`src/hdl/cocd_pkg.sv`:
```
// ---------------------------------------------------------------------------
// cocd_pkg
// Shared widths, types and arithmetic helpers of the oscillator chain block.
// ---------------------------------------------------------------------------
package cocd_pkg;

    localparam int DATA_W = 16;
    localparam int FRAC_W = 12;
    localparam int PROD_W = 2 * DATA_W;
    localparam int Q_W    = PROD_W + 1 - FRAC_W;
    localparam int ACC_W  = Q_W + 3;
    localparam int ADDR_W = 3;
    localparam int Q_DEPTH = 4;
    localparam int QPTR_W  = $clog2(Q_DEPTH);

    localparam logic [ADDR_W-3:0]        REG_COUPLING_WEIGHT = '0;
    localparam logic signed [DATA_W-1:0] WEIGHT_RESET        = DATA_W'(819);

    typedef logic signed [DATA_W-1:0] t_data;
    typedef logic signed [ACC_W-1:0]  t_acc;
    typedef logic signed [Q_W-1:0]    t_q;

    // Coupling class of one node: none, one neighbor, two neighbors.
    typedef enum logic [1:0] {
        K_NONE,
        K_ONE,
        K_TWO
    } t_kind;

    // One derivative request handed from the front end to the back end.
    typedef struct packed {
        t_data x;
        t_data y;
        t_data g;
        t_data f;
        t_data n1r;
        t_data n1i;
        t_data n2r;
        t_data n2i;
        t_kind kind;
        logic  end_out;
        logic  run_last;
    } t_job;

    function automatic t_acc ext_data(input t_data v);
        return {{(ACC_W-DATA_W){v[DATA_W-1]}}, v};
    endfunction

    function automatic t_acc ext_q(input t_q v);
        return {{(ACC_W-Q_W){v[Q_W-1]}}, v};
    endfunction

    // Clamp an accumulator to the signed data range.
    function automatic t_data sat_acc(input t_acc v);
        t_acc hi;
        t_acc lo;
        hi = {{(ACC_W-DATA_W+1){1'b0}}, {(DATA_W-1){1'b1}}};
        lo = ~hi;
        if (v > hi) begin
            return {1'b0, {(DATA_W-1){1'b1}}};
        end else if (v < lo) begin
            return {1'b1, {(DATA_W-1){1'b0}}};
        end
        return v[DATA_W-1:0];
    endfunction

endpackage

```
`src/hdl/cocd_queue.sv`:
```
// ---------------------------------------------------------------------------
// cocd_queue
// Small first-in first-out buffer of derivative requests.
// ---------------------------------------------------------------------------
module cocd_queue (
    input  logic          i_clk,
    input  logic          i_rst_n,
    input  logic          i_push_valid,
    output logic          o_push_ready,
    input  cocd_pkg::t_job i_push_job,
    output logic          o_pop_valid,
    input  logic          i_pop_ready,
    output cocd_pkg::t_job o_pop_job
);
    import cocd_pkg::*;

    t_job              r_mem [Q_DEPTH];
    logic [QPTR_W-1:0] r_wr;
    logic [QPTR_W-1:0] r_rd;
    logic [QPTR_W:0]   r_count;
    logic              push;
    logic              pop;

    assign o_push_ready = (r_count != (QPTR_W+1)'(Q_DEPTH));
    assign o_pop_valid  = (r_count != '0);
    assign o_pop_job    = r_mem[r_rd];
    assign push         = i_push_valid && o_push_ready;
    assign pop          = o_pop_valid && i_pop_ready;

    always_ff @(posedge i_clk) begin
        if (!i_rst_n) begin
            r_wr    <= '0;
            r_rd    <= '0;
            r_count <= '0;
        end else begin
            if (push) begin
                r_wr <= r_wr + 1'b1;
            end
            if (pop) begin
                r_rd <= r_rd + 1'b1;
            end
            if (push && !pop) begin
                r_count <= r_count + 1'b1;
            end else if (pop && !push) begin
                r_count <= r_count - 1'b1;
            end
        end
    end

    always_ff @(posedge i_clk) begin
        if (push) begin
            r_mem[r_wr] <= i_push_job;
        end
    end

endmodule

```
`src/hdl/cocd_front.sv`:
```
// ---------------------------------------------------------------------------
// cocd_front
// Keeps the two-node window and turns arriving nodes into requests.
// ---------------------------------------------------------------------------
module cocd_front (
    input  logic           i_clk,
    input  logic           i_rst_n,
    input  logic           i_in_valid,
    output logic           o_in_ready,
    input  cocd_pkg::t_data i_node_real,
    input  cocd_pkg::t_data i_node_imag,
    input  cocd_pkg::t_data i_node_gain,
    input  cocd_pkg::t_data i_node_freq,
    input  logic           i_chain_end_in,
    output logic           o_push_valid,
    input  logic           i_push_ready,
    output cocd_pkg::t_job  o_push_job
);
    import cocd_pkg::*;

    typedef enum logic [1:0] {
        W_EMPTY,
        W_FIRST,
        W_FULL
    } t_fill;

    t_fill r_fill;
    t_data r_held_real;
    t_data r_held_imag;
    t_data r_held_gain;
    t_data r_held_freq;
    t_data r_older_real;
    t_data r_older_imag;
    logic  r_pend;
    t_job  r_pend_job;

    logic  accept;
    logic  push_now;
    t_job  job_now;
    t_job  job_tail;

    assign o_in_ready = !r_pend && i_push_ready;
    assign accept     = i_in_valid && o_in_ready;
    assign push_now   = accept && ((r_fill != W_EMPTY) || i_chain_end_in);

    always_comb begin
        if (r_fill == W_EMPTY) begin
            job_now.x        = i_node_real;
            job_now.y        = i_node_imag;
            job_now.g        = i_node_gain;
            job_now.f        = i_node_freq;
            job_now.n1r      = '0;
            job_now.n1i      = '0;
            job_now.kind     = K_NONE;
            job_now.end_out  = 1'b1;
            job_now.run_last = 1'b1;
        end else begin
            job_now.x        = r_held_real;
            job_now.y        = r_held_imag;
            job_now.g        = r_held_gain;
            job_now.f        = r_held_freq;
            job_now.n1r      = i_node_real;
            job_now.n1i      = i_node_imag;
            job_now.kind     = (r_fill == W_FIRST) ? K_ONE : K_TWO;
            job_now.end_out  = 1'b0;
            job_now.run_last = !i_chain_end_in;
        end
        job_now.n2r = r_older_real;
        job_now.n2i = r_older_imag;

        job_tail.x        = i_node_real;
        job_tail.y        = i_node_imag;
        job_tail.g        = i_node_gain;
        job_tail.f        = i_node_freq;
        job_tail.n1r      = r_held_real;
        job_tail.n1i      = r_held_imag;
        job_tail.n2r      = '0;
        job_tail.n2i      = '0;
        job_tail.kind     = K_ONE;
        job_tail.end_out  = 1'b1;
        job_tail.run_last = 1'b1;
    end

    assign o_push_valid = r_pend || push_now;
    assign o_push_job   = r_pend ? r_pend_job : job_now;

    always_ff @(posedge i_clk) begin
        if (!i_rst_n) begin
            r_fill <= W_EMPTY;
            r_pend <= 1'b0;
        end else begin
            if (r_pend && i_push_ready) begin
                r_pend <= 1'b0;
            end
            if (accept) begin
                case (r_fill)
                    W_EMPTY: begin
                        if (!i_chain_end_in) begin
                            r_held_real <= i_node_real;
                            r_held_imag <= i_node_imag;
                            r_held_gain <= i_node_gain;
                            r_held_freq <= i_node_freq;
                            r_fill      <= W_FIRST;
                        end
                    end
                    default: begin
                        if (i_chain_end_in) begin
                            r_pend     <= 1'b1;
                            r_pend_job <= job_tail;
                            r_fill     <= W_EMPTY;
                        end else begin
                            r_older_real <= r_held_real;
                            r_older_imag <= r_held_imag;
                            r_held_real  <= i_node_real;
                            r_held_imag  <= i_node_imag;
                            r_held_gain  <= i_node_gain;
                            r_held_freq  <= i_node_freq;
                            r_fill       <= W_FULL;
                        end
                    end
                endcase
            end
        end
    end

endmodule

```
`src/hdl/cocd_back.sv`:
```
// ---------------------------------------------------------------------------
// cocd_back
// Evaluates one node derivative with a single shared multiplier.
// ---------------------------------------------------------------------------
module cocd_back (
    input  logic           i_clk,
    input  logic           i_rst_n,
    input  cocd_pkg::t_data i_weight,
    input  logic           i_job_valid,
    output logic           o_job_ready,
    input  cocd_pkg::t_job  i_job,
    output logic           o_out_valid,
    input  logic           i_out_ready,
    output cocd_pkg::t_data o_deriv_real,
    output cocd_pkg::t_data o_deriv_imag,
    output logic           o_chain_end_out,
    output logic           o_run_last
);
    import cocd_pkg::*;

    typedef enum logic [1:0] {
        S_IDLE,
        S_RUN,
        S_DONE
    } t_state;

    // One multiply per step, in this order.
    typedef enum logic [3:0] {
        P_XX,
        P_YY,
        P_AX,
        P_FY,
        P_FX,
        P_AY,
        P_WN1R,
        P_WN1I,
        P_WX,
        P_WY,
        P_WN2R,
        P_WN2I
    } t_step;

    t_state r_state;
    t_step  r_step;
    t_job   r_job;
    t_acc   r_acc_a;
    t_acc   r_dr;
    t_acc   r_di;
    logic   r_out_valid;
    t_data  r_deriv_real;
    t_data  r_deriv_imag;
    logic   r_chain_end;
    logic   r_run_last;

    t_data  a_sat;
    t_data  op_a;
    t_data  op_b;
    t_acc   qe;
    t_acc   qe_self;
    t_step  last_step;

    // Rounded Q-format product: add half an LSB, then floor.
    function automatic t_q mulq(input t_data a, input t_data b);
        logic signed [PROD_W-1:0] ea;
        logic signed [PROD_W-1:0] eb;
        logic signed [PROD_W-1:0] p;
        logic signed [PROD_W:0]   s;
        ea = {{(PROD_W-DATA_W){a[DATA_W-1]}}, a};
        eb = {{(PROD_W-DATA_W){b[DATA_W-1]}}, b};
        p  = ea * eb;
        s  = {p[PROD_W-1], p} + {{(PROD_W+1-FRAC_W){1'b0}}, 1'b1, {(FRAC_W-1){1'b0}}};
        return s[PROD_W:FRAC_W];
    endfunction

    assign a_sat = sat_acc(r_acc_a);

    always_comb begin
        case (r_step)
            P_XX:    begin op_a = r_job.x;  op_b = r_job.x;   end
            P_YY:    begin op_a = r_job.y;  op_b = r_job.y;   end
            P_AX:    begin op_a = a_sat;    op_b = r_job.x;   end
            P_FY:    begin op_a = r_job.f;  op_b = r_job.y;   end
            P_FX:    begin op_a = r_job.f;  op_b = r_job.x;   end
            P_AY:    begin op_a = a_sat;    op_b = r_job.y;   end
            P_WN1R:  begin op_a = i_weight; op_b = r_job.n1r; end
            P_WN1I:  begin op_a = i_weight; op_b = r_job.n1i; end
            P_WX:    begin op_a = i_weight; op_b = r_job.x;   end
            P_WY:    begin op_a = i_weight; op_b = r_job.y;   end
            P_WN2R:  begin op_a = i_weight; op_b = r_job.n2r; end
            P_WN2I:  begin op_a = i_weight; op_b = r_job.n2i; end
            default: begin op_a = '0;       op_b = '0;        end
        endcase
    end

    assign qe = ext_q(mulq(op_a, op_b));
    // Inside the chain the node's own value counts twice.
    assign qe_self = (r_job.kind == K_TWO) ? (qe <<< 1) : qe;

    always_comb begin
        case (r_job.kind)
            K_NONE:  last_step = P_AY;
            K_ONE:   last_step = P_WY;
            default: last_step = P_WN2I;
        endcase
    end

    assign o_job_ready     = (r_state == S_IDLE);
    assign o_out_valid     = r_out_valid;
    assign o_deriv_real    = r_deriv_real;
    assign o_deriv_imag    = r_deriv_imag;
    assign o_chain_end_out = r_chain_end;
    assign o_run_last      = r_run_last;

    always_ff @(posedge i_clk) begin
        if (!i_rst_n) begin
            r_state     <= S_IDLE;
            r_step      <= P_XX;
            r_out_valid <= 1'b0;
        end else begin
            // In the done state the output register is refilled below.
            if (r_out_valid && i_out_ready && (r_state != S_DONE)) begin
                r_out_valid <= 1'b0;
            end
            case (r_state)
                S_IDLE: begin
                    if (i_job_valid) begin
                        r_job   <= i_job;
                        r_step  <= P_XX;
                        r_state <= S_RUN;
                    end
                end
                S_RUN: begin
                    case (r_step)
                        P_XX:    r_acc_a <= ext_data(r_job.g) - qe;
                        P_YY:    r_acc_a <= r_acc_a - qe;
                        P_AX:    r_dr    <= qe;
                        P_FY:    r_dr    <= r_dr - qe;
                        P_FX:    r_di    <= qe;
                        P_AY:    r_di    <= r_di + qe;
                        P_WN1R:  r_dr    <= r_dr + qe;
                        P_WN1I:  r_di    <= r_di + qe;
                        P_WX:    r_dr    <= r_dr - qe_self;
                        P_WY:    r_di    <= r_di - qe_self;
                        P_WN2R:  r_dr    <= r_dr + qe;
                        P_WN2I:  r_di    <= r_di + qe;
                        default: r_acc_a <= r_acc_a;
                    endcase
                    if (r_step == last_step) begin
                        r_state <= S_DONE;
                    end else begin
                        r_step <= t_step'(r_step + 1'b1);
                    end
                end
                S_DONE: begin
                    if (!r_out_valid || i_out_ready) begin
                        r_deriv_real <= sat_acc(r_dr);
                        r_deriv_imag <= sat_acc(r_di);
                        r_chain_end  <= r_job.end_out;
                        r_run_last   <= r_job.run_last;
                        r_out_valid  <= 1'b1;
                        r_state      <= S_IDLE;
                    end
                end
                default: begin
                    r_state <= S_IDLE;
                end
            endcase
        end
    end

endmodule

```
`src/hdl/coupled_oscillator_chain_derivative.sv`:
```
// ---------------------------------------------------------------------------
// coupled_oscillator_chain_derivative
// Time derivative of a chain of Stuart-Landau oscillators with diffusive
// nearest-neighbor coupling, signed Q4.12 in and out.
// ---------------------------------------------------------------------------
// The back end takes one request at a time from the queue: it walks the
// products of the request through the single shared multiplier, which runs
// one product per cycle, then moves the result into the output register.
// The next request waits in the queue until the back end is idle again.
// Reset is synchronous and active low: the window and the queue empty, the
// output goes invalid and the coupling weight returns to 819 (about 0.2).
module coupled_oscillator_chain_derivative (
    input  logic                               i_clk,
    input  logic                               i_rst_n,
    // APB-style configuration port
    input  logic                               psel,
    input  logic                               penable,
    input  logic                               pwrite,
    input  logic [cocd_pkg::ADDR_W-1:0]        paddr,
    input  logic [31:0]                        pwdata,
    output logic [31:0]                        prdata,
    output logic                               pready,
    // Node input channel
    input  logic                               i_in_valid,
    output logic                               o_in_ready,
    input  logic signed [cocd_pkg::DATA_W-1:0] i_node_real,
    input  logic signed [cocd_pkg::DATA_W-1:0] i_node_imag,
    input  logic signed [cocd_pkg::DATA_W-1:0] i_node_gain,
    input  logic signed [cocd_pkg::DATA_W-1:0] i_node_freq,
    input  logic                               i_chain_end_in,
    // Derivative output channel
    output logic                               o_out_valid,
    input  logic                               i_out_ready,
    output logic signed [cocd_pkg::DATA_W-1:0] o_deriv_real,
    output logic signed [cocd_pkg::DATA_W-1:0] o_deriv_imag,
    output logic                               o_chain_end_out,
    output logic                               o_run_last
);
    import cocd_pkg::*;

    t_data r_weight;
    logic  weight_sel;

    logic  push_valid;
    logic  push_ready;
    t_job  push_job;
    logic  pop_valid;
    logic  pop_ready;
    t_job  pop_job;

    // The coupling weight is the only register. It is written during the
    // access phase of an APB write and always answers without wait states.
    assign pready     = 1'b1;
    assign weight_sel = (paddr[ADDR_W-1:2] == REG_COUPLING_WEIGHT);

    always_ff @(posedge i_clk) begin
        if (!i_rst_n) begin
            r_weight <= WEIGHT_RESET;
        end else if (psel && penable && pwrite && pready && weight_sel) begin
            r_weight <= pwdata[DATA_W-1:0];
        end
    end

    // Reads return the weight sign-extended to the bus width.
    assign prdata = weight_sel ? {{(32-DATA_W){r_weight[DATA_W-1]}}, r_weight} : '0;

    // The front end holds the window of the last two nodes. Each node that
    // completes a neighborhood becomes a request carrying the node, its
    // neighbors and its coupling class; the last node of a chain of two or more
    // nodes yields two requests, the second held until the queue takes it.
    cocd_front u_front (
        .i_clk          (i_clk),
        .i_rst_n        (i_rst_n),
        .i_in_valid     (i_in_valid),
        .o_in_ready     (o_in_ready),
        .i_node_real    (i_node_real),
        .i_node_imag    (i_node_imag),
        .i_node_gain    (i_node_gain),
        .i_node_freq    (i_node_freq),
        .i_chain_end_in (i_chain_end_in),
        .o_push_valid   (push_valid),
        .i_push_ready   (push_ready),
        .o_push_job     (push_job)
    );

    // The queue lets the front end keep taking nodes while the back end is
    // busy with the arithmetic of an earlier one.
    cocd_queue u_queue (
        .i_clk        (i_clk),
        .i_rst_n      (i_rst_n),
        .i_push_valid (push_valid),
        .o_push_ready (push_ready),
        .i_push_job   (push_job),
        .o_pop_valid  (pop_valid),
        .i_pop_ready  (pop_ready),
        .o_pop_job    (pop_job)
    );

    // The back end walks the products of one request through one multiplier
    // and leaves the saturated result in an output register, so the next
    // request can start while the previous result still waits.
    cocd_back u_back (
        .i_clk           (i_clk),
        .i_rst_n         (i_rst_n),
        .i_weight        (r_weight),
        .i_job_valid     (pop_valid),
        .o_job_ready     (pop_ready),
        .i_job           (pop_job),
        .o_out_valid     (o_out_valid),
        .i_out_ready     (i_out_ready),
        .o_deriv_real    (o_deriv_real),
        .o_deriv_imag    (o_deriv_imag),
        .o_chain_end_out (o_chain_end_out),
        .o_run_last      (o_run_last)
    );

endmodule

```
`config.mk`:
```
export PLATFORM = sky130hd
export DESIGN_NAME = coupled_oscillator_chain_derivative
export DESIGN_NICKNAME = d
export VERILOG_FILES = /design/src/hdl/cocd_pkg.sv /design/src/hdl/cocd_queue.sv /design/src/hdl/cocd_front.sv /design/src/hdl/cocd_back.sv /design/src/hdl/coupled_oscillator_chain_derivative.sv
export SDC_FILE = /design/constraint.sdc
export NUM_CORES = 2
export LEC_CHECK = 0
export BUFFER_PORTS_ARGS = -buffer_cell sky130_fd_sc_hd__clkbuf_2
export CORE_UTILIZATION = 25
export DETAILED_ROUTE_END_ITERATION = 16
export MAX_ROUTING_LAYER = met4
export PLACE_DENSITY_LB_ADDON = 0.25
export RECOVER_POWER = 50
export SYNTH_ARGS = -nofsm -noshare
export SYNTH_HDL_FRONTEND = slang
export SYNTH_SLANG_ARGS = --single-unit
```
`constraint.sdc`:
```
create_clock -name i_clk -period 13.8 [get_ports i_clk]
set_input_delay 0 -clock i_clk [delete_from_list [all_inputs] [get_ports i_clk]]
set_output_delay 0 -clock i_clk [all_outputs]
set_load 0.05 [all_outputs]
```
# After elaboration in Yosys (flattened, before gate mapping)
# Memories as Yosys holds them, arrays and structs flattened. A register that Yosys moved wholly into a read port is not among the register bits.
# Index checks and enable logic that the tools add are counted.
# op_classes
add_sub_neg	13
n_mul	1
n_lt_le_gt_ge	6
n_eq_ne	24
mux	54
n_bitwise	3
reduce_logical	50
# ops
cell	count
two-way mux 16 bit	9
two-way mux 132 bit	1
two-way mux 96 bit	1
case mux 16 bit (6 select lines)	1
case mux 24 bit (4 select lines)	1
case mux 16 bit (5 select lines)	1
greater-than comparator 24 x 16 -> 1 bit (second input constant)	3
less-than comparator 24 x 16 -> 1 bit (second input constant)	3
case mux 24 bit (3 select lines)	1
adder 24 x 21 -> 24 bit	2
case mux 24 bit (2 select lines)	1
subtractor 24 x 21 -> 24 bit	2
subtractor 24 x 22 -> 24 bit	2
adder 32 x 13 -> 33 bit (second input constant)	1
multiplier 16 x 16 -> 32 bit	1
two-way mux 32 bit	1
AND reduction 3 bit	8
subtractor 16 x 21 -> 22 bit	1
two-way mux 1 bit	21
two-way mux 21 bit	1
equality test 4 x 3 -> 1 bit (second input constant)	4
equality test 4 bit (second input constant)	4
case mux 4 bit (2 select lines)	2
two-way mux 2 bit	7
other kinds (30)	72
# totals
reg_bits	331
ram_bits	528
memories	1
# memory_table
name	words	width	rd	rd_clocked_by_memory_dff	write_ports	line	text
u_queue.r_mem	4	132	1	1	1	cocd_queue.sv:17	t_job r_mem [Q_DEPTH];

# Longest topological paths before layout
# depth
depth_word	10
mapped_depth	53

# Cells and area by module
# A second synthesis with hierarchy kept.
# unflattened
cells_unflattened	4181
hier_area_um2	54582.3
# by_module_without_submodules
mod	instances	cells_per_inst	area_per_inst_um2
cocd_back	1	2705	25590.8
cocd_queue	1	738	19508.7
cocd_front	1	633	8549.4
coupled_oscillator_chain_derivative	1	105	933.4

# Worst setup path after synthesis
# Ideal clock, no wire load.
# synth_timing
kind	reg-to-reg
startpoint	register u_back.r_step[1]
endpoint	register u_back.r_di[23], data pin
setup_time_ns	0.258
arrival_ns	11.047
required_ns	13.542
path_slack_ns	2.495
path_stages_with_launch	49
n_path_buf	3
period_less_slack_ns	11.305
cell_sequence	dfxtp_1 -> inv_1 -> ha_1 -> a21boi_1 -> or2_1 -> clkbuf_1 -> buf_1 -> a221oi_1 -> nor2_1 -> fa_1 -> inv_1 -> fa_1 -> fa_1 -> fa_1 -> inv_1 -> fa_1 -> inv_1 -> fa_1 -> [13 not listed] -> and3_1 -> nand2_1 -> o21ai_0 -> ha_1 -> o21a_1 -> o21ai_0 -> inv_1 -> a2111oi_0 -> o31ai_1 -> o41a_1 -> a211oi_1 -> nor3_1 -> nand4_1 -> nand4b_1 -> a21oi_1 -> xor2_1 -> mux2i_1 -> nor3_1
# synth_between
elab_chain_cells	8
word_cells_on_any_way	26
classes_between	add/sub: 3; mul: 1; eq/ne: 11; mux: 4; reduce/logical: 7
# synth_lines
item	line	text
start: declaration	cocd_back.sv:44	t_step r_step;
start signal: assignment	cocd_back.sv:151	r_step <= t_step'(r_step + 1'b1);
equality test 4 x 3 -> 1 bit, or another cell as far along	cocd_back.sv:78	case (r_step)
OR reduction 6 bit (no source line), or another cell as far along	--	
case mux 16 bit (5 select lines) / case mux 16 bit (6 select lines) (equally long branches)	cocd_back.sv:78	
multiplier 16 x 16 -> 32 bit	cocd_back.sv:70	p = ea * eb;
adder 32 x 13 -> 33 bit	cocd_back.sv:71	s = {p[PROD_W-1], p} + {{(PROD_W+1-FRAC_W){1'b0}}, 1'b1, {(FRAC_W-1){1'b0}}};
two-way mux 21 bit	cocd_back.sv:97	assign qe_self = (r_job.kind == K_TWO) ? (qe <<< 1) : qe;
subtractor 24 x 22 -> 24 bit	cocd_back.sv:143	P_WY: r_di <= r_di - qe_self;
case mux 24 bit (3 select lines) (*)	cocd_back.sv:133	case (r_step)
end signal: assignment	cocd_back.sv:138	P_FX: r_di <= qe;
end signal: assignment	cocd_back.sv:143	
end signal: assignment	cocd_back.sv:145	P_WN2I: r_di <= r_di + qe;
end: declaration	cocd_back.sv:48	t_acc r_di;
# Every way passes the cells marked *; elsewhere a longest branch is shown, timed or not.
# A chain may end at the register's enable or synchronous reset.

# Final worst setup path
# layout_timing
startpoint	register u_back.r_step[2]
endpoint	register u_back.r_dr[23], data pin
# layout_between
elab_chain_cells	8
word_cells_on_any_way	27
classes_between	add/sub: 4; mul: 1; eq/ne: 11; mux: 4; reduce/logical: 7
# layout_lines
item	line	text
equality test 4 x 3 -> 1 bit, or another cell as far along	cocd_back.sv:78, cocd_back.sv:133	
OR reduction 6 bit (no source line), or another cell as far along	--	
case mux 16 bit (5 select lines) / case mux 16 bit (6 select lines) (equally long branches)	cocd_back.sv:78	
multiplier 16 x 16 -> 32 bit	cocd_back.sv:70	
adder 32 x 13 -> 33 bit	cocd_back.sv:71	
two-way mux 21 bit	cocd_back.sv:97	
subtractor 24 x 22 -> 24 bit	cocd_back.sv:142	P_WX: r_dr <= r_dr - qe_self;
case mux 24 bit (4 select lines) (*)	cocd_back.sv:133	
end signal: assignment	cocd_back.sv:136	P_AX: r_dr <= qe;
end signal: assignment	cocd_back.sv:142	
end signal: assignment	cocd_back.sv:144	P_WN2R: r_dr <= r_dr + qe;
end: declaration	cocd_back.sv:47	t_acc r_dr;
# Marked as above.

==> results.cfg <==
[detailed_routing]
drtIter0Drc = 2883
vias = 33700
via_per_inst = 4.57
firstDrtPassIters = 7
avgRoutedWirePerCell_um = 20.7
drc = 0
drt-total-wl_um = 153000
ant_nets = 0

[grt]
antenna_found_initial = 13
grt_max_degree = 66
grt_overflow_total = 0
grt_usage_pct = 14.5
grt_pass1_wl_um = 229000
grt_pass1_vias = 34600

[run_status]
outcome = finished, violations left
violations = max-capacitance violations, max-slew violations

[logic_synthesis]
synth_top_family_by_area = adder cells
synthAdderAreaFrac_pct = 14.4
synth.distinct_cells = 91
netlist_instances = 4092
yosys.area_share.simple_pct = 8.79
synth-edff-count = 958
synth_nets = 4653
synthFlopType = edfxtp_1
ys_seq_area_share_pct = 54.7
syn_area_per_cell_um2 = 13.1
async_reset_ff_share_pct = 0
yosys_warnings = 0
netlist_area_um2 = 53800
synth_xor_area_share_pct = 2.11
synthMuxAreaShare_pct = 7.06
synth-seq-cells = 991
synth_compound_area_share_pct = 9.00

[clocking]
cts_root_buf = clkbuf_16
cts_tree = yes
cts_buffers = 110
cts_setup_buffers = 0
cts.htree.levels = 3
clockBufferDepth = 3
clkLatencyLatePin_ns = 0.78
cts_sinks = 991
clk_pin_slew_worst_paths_ns = 0.06

[sta]
worst_slew_margin_rel_pct = -133
worst_pin_slew_ns = 3.49
timing.setup.tns_ns = 0
fmax_mhz = 76.9
period_needed_ns = 13.01
skew_ns = 0.0878
finalSetupViolations = 0
fin_crit_sh_pct = 94.3
slew_violations = 588
final_hold_viol_count = 0
rsz0062_at_grt = false

[flow_run]
maxCapViolCount = 13

[critical_path]
startpoint = u_back.r_step[2]
arrival_ns = 13.56
timing.rr.start = u_back.r_step[2]
cp-end-kind = flop
slowest_delay_ns = 0.93
critPathMostFrequentCell = fa_1
crit_path_top_delay_cell = a221oi_2
worstPathMaxFanout = 21
critPathLaunchType = flop
cp_data_required_time_ns = 14.35
path_class = flop to flop

[layout]
area_growth_syn_to_layout_pct = 17.8
drive_gt1_share_pct = 10.8
nFillCells = 21500
final_cell_mix = edfxtp_1 (958), nand2_1 (407), inv_1 (331)
nets = 5027
mostFrequentLayoutCell = edfxtp_1

[floorplan]
initial_utilization_pct = 25.2
die_x_um = 466
num_rows = 169
die_h_um = 466
pin_count = 176
fp.coreArea_um2 = 213000
dieArea_um2 = 217000

[place]
io_buffers = 156
place_congestion = 0.898
dp_hpwl_um = 108000

[hold_path]
worstHoldStart = i_node_imag[11]
hp-class = input port to flop
cells in the mapped netlist, types with 26 or more instances:
cell | number | area [um2]
nand3_1 | 47 | 235
inv_1 | 331 | 1240
nor3_1 | 45 | 225
nor2_1 | 278 | 1040
a22oi_1 | 26 | 195
nand2b_1 | 34 | 213
a21boi_0 | 28 | 210
xor2_1 | 42 | 368
o21ai_0 | 233 | 1170
and2_1 | 29 | 181
mux2i_1 | 82 | 821
fa_1 | 273 | 5470
dfxtp_1 | 33 | 661
a21oi_1 | 138 | 691
clkbuf_1 | 150 | 563
ha_1 | 181 | 2260
nor2b_1 | 71 | 444
mux4_2 | 132 | 2970
nand2_1 | 407 | 1530
a21o_1 | 69 | 518
xnor2_1 | 78 | 683
edfxtp_1 | 958 | 28800
path summary, 6_finish.rpt:
kind | end | slack (ns) | cells after the start
hold reg to reg | u_back.o_run_last | 0.41 | 0
hold / removal | u_front.r_held_imag[11] | 0.09 | 2
setup reg to reg | u_back.r_dr[23] | 0.79 | 42
setup / recovery | u_back.r_dr[23] | 0.79 | 42
cells by family (layout without fill, tap and decap cells):
family	count (synthesis)	in the layout
simple gates	1031	1031
fa+ha+maj	454	454
compound gates	741	741
other cells	1	8
flops	991	991
mux	214	214
buf+inv	536	998
xor+xnor	124	124
final cells by class:
type	instances	area (um2)	area share [%]
diodes	7	17.5	0.0277
well taps	2821	3530	5.57
inverters	339	1270	2.01
repair buffers	459	3290	5.19
flip-flops and latches	991	29400	46.5
multi-input cells	2565	22400	35.3
clock buffers	143	2900	4.57
clock inverters	57	526	0.830
metal layers:
| layer | track usage, % | up-vias | wire [um] |
|---|---|---|---|
| met3 | 1.96 | 204 | 6360 |
| met5 | - | - | 0 |
| met4 | 4.60 | 0 | 5030 |
| met1 | 19.1 | 17000 | 70000 |
| li1 | - | 15600 | - |
| met2 | 23.0 | 818 | 71700 |
sequential cells by signal, summed over array words and instances, names as in the netlist, 24 cells and up:
name / flops
u_back.r_job: 132
u_queue.r_mem: 528
u_back.r_di: 24
u_front.r_pend_job: 96
u_back.r_acc_a: 24
u_back.r_dr: 24
per-stage QoR:
| step | cells | worst slack (ns) | instance area, um2 | util, % | hold WS (ns) |
|---|---|---|---|---|---|
| 5_1_grt | 7382 | 0.0431 | 63300 | 29.7 | 0.0844 |
| 2_1_floorplan | 4092 | 2.49 | 53800 | - | 0.0989 |
| 4_1_cts | 7375 | 0.870 | 63500 | 29.8 | 0.00550 |
| 3_3_place_gp | 7005 | 1.14 | 58400 | 27.4 | 0.208 |
| 6_report | 7382 | 0.789 | 63300 | 29.7 | 0.0939 |
| 3_5_place_dp | 7005 | 0.974 | 58400 | 27.4 | 0.213 |
worst max-delay path: cells and delay by family (launching register included):
family / cells / cell delay (ns)
adder cells (fa/ha/maj): 8 / 3.44
buffers and inverters: 7 / 1.09
AND/OR/NAND/NOR: 9 / 1.40
flip-flops: 1 / 0.53
XOR/XNOR: 2 / 0.99
AO/OA/AOI/OAI: 16 / 5.31
repair_timing:
action / in CTS / in global routing
resized for setup: 0 / 0
setup endpoints to repair: 0 / 0
endpoints found under the hold margin: 557 / 0
hold buffers: 170 / 0
Power is left out: the tool's default activity adds up to more than one toggle a clock period on the data nets, which glitch-free logic cannot reach.
